**src/rtl/ffha_pkg.sv**
```systemverilog
// Shared types, codes and constants of the first-fit heap allocator.
`timescale 1ns / 1ps
package ffha_pkg;

  // Fixed widths of addresses, sizes and the register port
  localparam int ADDR_W  = 32;
  localparam int PADDR_W = 3;

  // Register indexes on the configuration port
  localparam logic REG_HEAP_LIMIT = 1'b0;

  localparam logic [ADDR_W-1:0] HEAP_LIMIT_RESET = 32'd1048576;

  // Operation codes of a request
  typedef enum logic [1:0] {
    MODE_ALLOC   = 2'd0,
    MODE_FREE    = 2'd1,
    MODE_REALLOC = 2'd2,
    MODE_NOP     = 2'd3
  } mode_t;

  // Result status codes
  typedef enum logic [1:0] {
    ST_OK        = 2'd0,
    ST_NULL      = 2'd1,
    ST_NOT_FOUND = 2'd2
  } status_t;

  // Datapath actions of one microcode step
  typedef enum logic [2:0] {
    OP_NONE,
    OP_APPEND,
    OP_CLAIM,
    OP_FREE_OLD,
    OP_RES_ADDR,
    OP_SET_NULL,
    OP_SET_NOT_FOUND,
    OP_SET_PEND
  } op_t;

  // Jump conditions of one microcode step
  typedef enum logic [2:0] {
    C_NONE,
    C_ALWAYS,
    C_HIT,
    C_ZERO_SIZE,
    C_ZERO_ADDR,
    C_ZERO_ADDR_SIZE,
    C_OLD_FITS,
    C_NO_PEND
  } cond_t;

  // Microcode step addresses; fall-through goes to the next member
  typedef enum logic [4:0] {
    S_IDLE,
    S_A0,
    S_A1,
    S_A2,
    S_A_CLAIM,
    S_A3,
    S_A_FREE,
    S_NULL,
    S_F0,
    S_F1,
    S_F2,
    S_F3,
    S_R0,
    S_R1,
    S_R2,
    S_R3,
    S_R4,
    S_R5,
    S_FIN
  } upc_t;

  // One control word of the microprogram
  typedef struct packed {
    logic  scan_clr;
    logic  scan_en;
    logic  scan_fit;
    logic  loop;
    logic  fin;
    op_t   op;
    cond_t cond;
    upc_t  target;
  } ctrl_t;

  // Status flags returned by the datapath
  typedef struct packed {
    logic hit;
    logic scan_done;
    logic zero_size;
    logic zero_addr;
    logic old_fits;
    logic free_pend;
  } flags_t;

  // One block table entry
  typedef struct packed {
    logic              is_free;
    logic [ADDR_W-1:0] blk_size;
    logic [ADDR_W-1:0] blk_start;
  } entry_t;

endpackage

```
**src/rtl/ffha_seq.sv**
```systemverilog
// Microcode sequencer: step counter, control ROM and conditional jumps.
`timescale 1ns / 1ps
module ffha_seq
  import ffha_pkg::*;
(
  input  logic       clk,
  input  logic       rst,
  input  logic       start,
  input  logic [1:0] mode,
  input  flags_t     flags,
  output ctrl_t      ctrl,
  output logic       busy
);

  upc_t upc;
  upc_t upc_next;
  logic cond_true;

  assign busy = (upc != S_IDLE);

  // Control ROM: one word per step
  always_comb begin
    ctrl        = '0;
    ctrl.op     = OP_NONE;
    ctrl.cond   = C_NONE;
    ctrl.target = S_IDLE;
    case (upc)
      S_IDLE: begin
      end
      S_A0: begin
        ctrl.scan_clr = 1'b1;
        ctrl.cond     = C_ZERO_SIZE;
        ctrl.target   = S_NULL;
      end
      S_A1: begin
        ctrl.scan_en  = 1'b1;
        ctrl.scan_fit = 1'b1;
        ctrl.loop     = 1'b1;
        ctrl.cond     = C_HIT;
        ctrl.target   = S_A_CLAIM;
      end
      S_A2: begin
        ctrl.op     = OP_APPEND;
        ctrl.cond   = C_ALWAYS;
        ctrl.target = S_A3;
      end
      S_A_CLAIM: begin
        ctrl.op = OP_CLAIM;
      end
      S_A3: begin
        ctrl.cond   = C_NO_PEND;
        ctrl.target = S_FIN;
      end
      S_A_FREE: begin
        ctrl.op   = OP_FREE_OLD;
        ctrl.fin  = 1'b1;
        ctrl.cond = C_ALWAYS;
      end
      S_NULL: begin
        ctrl.op   = OP_SET_NULL;
        ctrl.fin  = 1'b1;
        ctrl.cond = C_ALWAYS;
      end
      S_F0: begin
        ctrl.scan_clr = 1'b1;
        ctrl.cond     = C_ZERO_ADDR;
        ctrl.target   = S_FIN;
      end
      S_F1: begin
        ctrl.scan_en = 1'b1;
        ctrl.loop    = 1'b1;
        ctrl.cond    = C_HIT;
        ctrl.target  = S_F3;
      end
      S_F2: begin
        ctrl.op   = OP_SET_NOT_FOUND;
        ctrl.fin  = 1'b1;
        ctrl.cond = C_ALWAYS;
      end
      S_F3: begin
        ctrl.op   = OP_FREE_OLD;
        ctrl.fin  = 1'b1;
        ctrl.cond = C_ALWAYS;
      end
      S_R0: begin
        ctrl.scan_clr = 1'b1;
        ctrl.cond     = C_ZERO_ADDR_SIZE;
        ctrl.target   = S_A0;
      end
      S_R1: begin
        ctrl.scan_en = 1'b1;
        ctrl.loop    = 1'b1;
        ctrl.cond    = C_HIT;
        ctrl.target  = S_R3;
      end
      S_R2: begin
        ctrl.op   = OP_SET_NOT_FOUND;
        ctrl.fin  = 1'b1;
        ctrl.cond = C_ALWAYS;
      end
      S_R3: begin
        ctrl.cond   = C_OLD_FITS;
        ctrl.target = S_R5;
      end
      S_R4: begin
        ctrl.op       = OP_SET_PEND;
        ctrl.scan_clr = 1'b1;
        ctrl.cond     = C_ALWAYS;
        ctrl.target   = S_A1;
      end
      S_R5: begin
        ctrl.op   = OP_RES_ADDR;
        ctrl.fin  = 1'b1;
        ctrl.cond = C_ALWAYS;
      end
      S_FIN: begin
        ctrl.fin  = 1'b1;
        ctrl.cond = C_ALWAYS;
      end
      default: begin
        ctrl.cond = C_ALWAYS;
      end
    endcase
  end

  // Next step: dispatch on mode, jump, hold in a scan loop, or advance
  always_comb begin
    case (ctrl.cond)
      C_NONE:           cond_true = 1'b0;
      C_ALWAYS:         cond_true = 1'b1;
      C_HIT:            cond_true = flags.hit;
      C_ZERO_SIZE:      cond_true = flags.zero_size;
      C_ZERO_ADDR:      cond_true = flags.zero_addr;
      C_ZERO_ADDR_SIZE: cond_true = flags.zero_addr || flags.zero_size;
      C_OLD_FITS:       cond_true = flags.old_fits;
      C_NO_PEND:        cond_true = !flags.free_pend;
      default:          cond_true = 1'b0;
    endcase

    upc_next = upc;
    if (upc == S_IDLE) begin
      if (start) begin
        case (mode_t'(mode))
          MODE_ALLOC:   upc_next = S_A0;
          MODE_FREE:    upc_next = S_F0;
          MODE_REALLOC: upc_next = S_R0;
          default:      upc_next = S_FIN;
        endcase
      end
    end else if (cond_true) begin
      upc_next = ctrl.target;
    end else if (!(ctrl.loop && !flags.scan_done)) begin
      upc_next = upc_t'(upc + 5'd1);
    end
  end

  // Step counter
  always_ff @(posedge clk) begin
    if (rst) begin
      upc <= S_IDLE;
    end else begin
      upc <= upc_next;
    end
  end

  a_accept_leaves_idle: assert property (@(posedge clk) disable iff (rst)
    (start && !busy) |=> busy)
    else $error("accepted request did not start the sequencer");

  a_fin_returns_idle: assert property (@(posedge clk) disable iff (rst)
    ctrl.fin |=> (upc == S_IDLE))
    else $error("final step did not return to idle");

endmodule

```
**config.mk**
```make
export PLATFORM = sky130hd
export DESIGN_NAME = ffha_seq
export DESIGN_NICKNAME = d
export VERILOG_FILES = /design/src/rtl/ffha_pkg.sv /design/src/rtl/ffha_seq.sv
export SDC_FILE = /design/constraint.sdc
export NUM_CORES = 1
export LEC_CHECK = 0
export ABC_CLOCK_PERIOD_IN_PS = 2800
export BUFFER_PORTS_ARGS = -buffer_cell sky130_fd_sc_hd__buf_2
export CAP_MARGIN = 0
export CORE_UTILIZATION = 47
export CTS_BUF_LIST = sky130_fd_sc_hd__clkbuf_16
export DETAILED_ROUTE_END_ITERATION = 8
export PLACE_DENSITY = 0.73
export SLEW_MARGIN = 20
export SYNTH_ARGS = -nofsm -noshare
export SYNTH_HDL_FRONTEND = slang
export SYNTH_SLANG_ARGS = --single-unit
```
**constraint.sdc**
```tcl
create_clock -name clk -period 2.8 [get_ports clk]
set_clock_uncertainty 0.1 [all_clocks]
set_input_delay 0.84 -clock clk [delete_from_list [all_inputs] [get_ports clk]]
set_output_delay 0.84 -clock clk [all_outputs]
set_load 0.03 [all_outputs]
```
==> results.txt <==
Among cell families on the critical path, the largest total delay comes from simple AND/OR/NAND/NOR gates. The kind of capture point of the worst setup path was a primary output. Row generation in the floorplan step produced 16 rows.

Wires add up to 3.130 mm. From left edge to right edge, the die measures 47.48 um. The worst min-delay path class is reg2reg.

The fill cell total of the finished layout was 186; the routed length per instance was 15.34 um. The floorplan step defined a die boundary enclosing 0.002254 mm2. The run gives 0 as the number of hold violations in the final report. upc holds more flip-flops than any other register. The run gives 0.9897 mV as the worst-case vdd ir drop.

Setup repair after global routing could not meet its margin everywhere. The capturing point of the worst reg2reg path is upc[4]. The largest individual stage delay along the critical path comes from the cell sky130_fd_sc_hd__or3b_4. The final critical path time including I/O delays and setup works out to 2.824 ns. The post-cts hold buffer count is 0, and the depth of the worst register-to-register path is 9. In this run the power density over the cells is 1389 mW/mm2. Max-cap violations in this run came to 0.

The predominant post-synthesis flop cell is sky130_fd_sc_hd__dfxtp_1. The area overhead of the layout relative to synthesis was 40.80%; the highest achievable clock rate was 354.1 MHz. Count of boundary I/O pins: 28. The fraction of synthesis flops using an asynchronous set or reset pin was 0; the distinct cell type count after synthesis was 48. In this run the register-to-register setup slack is -0.02 ns.

Counting both buffers and inverters, the worst setup path holds a total of 2. The tools report the final core utilization as 0.6977. The worst path setup slack after routing was -0.02434 ns. The tools report the initial cell density of the core as 0.4955. STA puts the critical path data required time at 1.86 ns. In the final layout, the registers with the most flip-flops are upc: 5 flops. The worst setup path is launched from a flip-flop.

The clock slew at the register clock pins of the worst setup and hold paths was 0.03 ns. The share of the clock period used by the worst path came out at 1.009. In this run the vertical extent of the chip is 47.48 um.

In this run the most critical hold path is launched from upc[1]. When the netlist entered floorplanning its net count stood at 159. The share of layout cells above drive strength 1 was 0.4011.

In this run, CTS created clock tree buffers numbering 3. The final reports fail on design-rule violations, negative setup slack. The portion of the post-synthesis area used by sequential elements is 0.1030.

The last weighted congestion value of the routability-driven placer is 0.9644, and the total power is 1.902 mW. The transition time of the tightest slew-check pin is 0.3928 ns, and the number of flip-flops in the largest register is 5. Half-perimeter wire length after placement: 2.192 mm.

For hold timing, the worst endpoint is upc[1]. The worst-skew pair later-pin latency came out at 0.23 ns. The total routing resource utilization after global routing was 0.2784; the area of the mapped netlist was 972.2 um2. The startpoint of the most critical register-to-register path is upc[0]. For this block, the initial DRC count from the detailed router was 61.

The final-report setup violation count was 2; the antenna cell count was 0. The critical path in this run is classified as reg2out. The tools report the cell at the root of the clock tree as sky130_fd_sc_hd__clkbuf_16. The run finished, with violations left.

The routed layout has 1255 vias. The area of the multi-input gates was 823.3 um2; the net count reported at finish was 197. The number of warnings issued by yosys is 0, and the number of input and output port buffers inserted is 27. The gate count after technology mapping was 140; the delay of the slowest cell on the worst path was 0.39 ns. For the number of buffers on the longest clock path, the log shows 2. The tools report the pin count of the biggest net entering global routing as 17. The count of flip-flops with a built-in enable after synthesis was 0. TritonCTS built the clock tree.

The area taken by flip-flops and latches was 105.1 um2; the tightest slew margin relative to the limit was 0.7365. For the number of slew-limit violations in the final report, the log shows 0. The biggest area contributor in the post-synthesis netlist is sky130_fd_sc_hd__dfxtp_1. Synthesis inferred 5 register bits. The total DRC errors in the routed layout came out at 1.

In this run the cell area measured after placement is 0.001195 mm2. Clock tree synthesis found a total of 5 sinks. The overflow left after global routing is 0, and the finished layout cell area is 0.001369 mm2. The mean number of vias per cell came out at 6.152. The highest fanout seen on the critical path is 3. The first global-routing pass estimated 4.450 mm of wire.

The tools report the core box area as 0.001962 mm2. Along the worst hold path, the cell count comes to 2. The area fraction of the dominant cell type after synthesis is 0.1030. By area the synthesized netlist is led by sky130_fd_sc_hd__dfxtp_1, sky130_fd_sc_hd__ha_1, sky130_fd_sc_hd__o21ai_0. Mean area per synthesized cell: 6.944 um2. The tools report the initial antenna violation count as 0.

Walking the worst path, the cells encountered are inv_2 > ha_2 > or3b_4 > a211o_1 > or2_4 > buf_6. The logs give 1 for the H-tree depth and 0 for the final antenna-violating net count. The arrival time of the worst setup path was 1.88 ns; the leakage dissipation was 0.6349 nW.

Number of global-route vias before repair: 1056. The tools report the number of optimization iterations in the first detailed-route pass as 6. The commonest cells after synthesis are sky130_fd_sc_hd__nor2_1, sky130_fd_sc_hd__o21ai_0, sky130_fd_sc_hd__nand2_1.
==> kinds of logic (layout without fill, tap and decap cells) <==
logic type               Yosys count  after routing  synth area share
multiplexers                       6              6           0.06821
flip-flops                         5              5            0.1030
buffers and inverters             23             60            0.1055
adder cells (fa/ha/maj)            8              8            0.1030
AO/OA/AOI/OAI                     42             42            0.2909
AND/OR/NAND/NOR                   54             54            0.3114
XOR/XNOR                           2              2           0.01802
==> power breakdown <==
group / switching, mW / leakage, nW / internal [mW]
Clock: 0.0459 / 0.0423 / 0.185
Combinational: 0.900 / 0.551 / 0.632
Sequential: 0.0373 / 0.0421 / 0.101
==> worst max-delay path by stage <==
stage                 from        to  slack (ns)  depth (start not counted)
global route        upc[0]    upc[4]       -0.08                          9
finish              upc[0]   ctrl[5]       -0.02                          6
floorplan           upc[1]  ctrl[14]       0.003                          6
CTS                 upc[0]   ctrl[5]       0.002                          6
detailed placement  upc[1]    upc[4]        0.08                          9
global placement    upc[1]   ctrl[5]        0.14                          7
==> worst reg2reg max path: cells and delay by family, from the launching register on <==
kind | cells | cell delay, ns
adders and majority gates | 1 | 0.19
buffers and inverters | 2 | 0.23
and+or+nand+nor | 2 | 0.74
AOI/OAI and AO/OA | 4 | 1.12
DFF | 1 | 0.34
==> layer usage <==
| metal | GRT usage | up-vias | share of wire |
|---|---|---|---|
| met4 | 0.1086 | 0 | 0.040 |
| li1 | - | 585 | - |
| met3 | 0.06415 | 18 | 0.054 |
| met5 | 0 | - | 0 |
| met2 | 0.4685 | 73 | 0.49 |
| met1 | 0.3424 | 579 | 0.42 |
==> timing repair <==
item / in CTS / in global routing
pin swaps: 1 / 1
resized for setup: 8 / 11
cloned: 0 / 0
buffers inserted: 2 / 2
endpoints found under the setup margin: 3 / 6
==> cell usage in the layout (no fill, tap or decap), types with 4 or more instances in the layout <==
cell and count:
sky130_fd_sc_hd__o21ai_0 10, sky130_fd_sc_hd__buf_2 25, sky130_fd_sc_hd__mux2i_1 4, sky130_fd_sc_hd__nor2_1 10, sky130_fd_sc_hd__nor3_1 5, sky130_fd_sc_hd__nor2b_1 4
sky130_fd_sc_hd__buf_4 20, sky130_fd_sc_hd__inv_1 7, sky130_fd_sc_hd__nand2_1 10, sky130_fd_sc_hd__a21oi_1 9
==> area by class of cell <==
cell class,instances,area share
clock buffer,3,0.05484
tap,27,0.02468
timing repair buffer,47,0.2148
clock inverter,1,0.002742
inverter,9,0.02468
sequential,5,0.07678
multi-input combinational,112,0.6015
==> metrics by stage <==
step / setup TNS (ns) / std cells / setup WS [ns] / hold WS [ns]
after floorplan: 0 / 140 / 0.002721 / 0.4447
after global placement: 0 / 196 / 0.1407 / 0.4812
after detailed placement: 0 / 196 / 0.08119 / 0.5061
after CTS: 0 / 202 / 0.001972 / 0.5071
after global routing: -0.1551 / 204 / -0.07680 / 0.5639
final: -0.03959 / 204 / -0.02434 / 0.5368
Note: power is estimated with default switching activity, not from simulation.
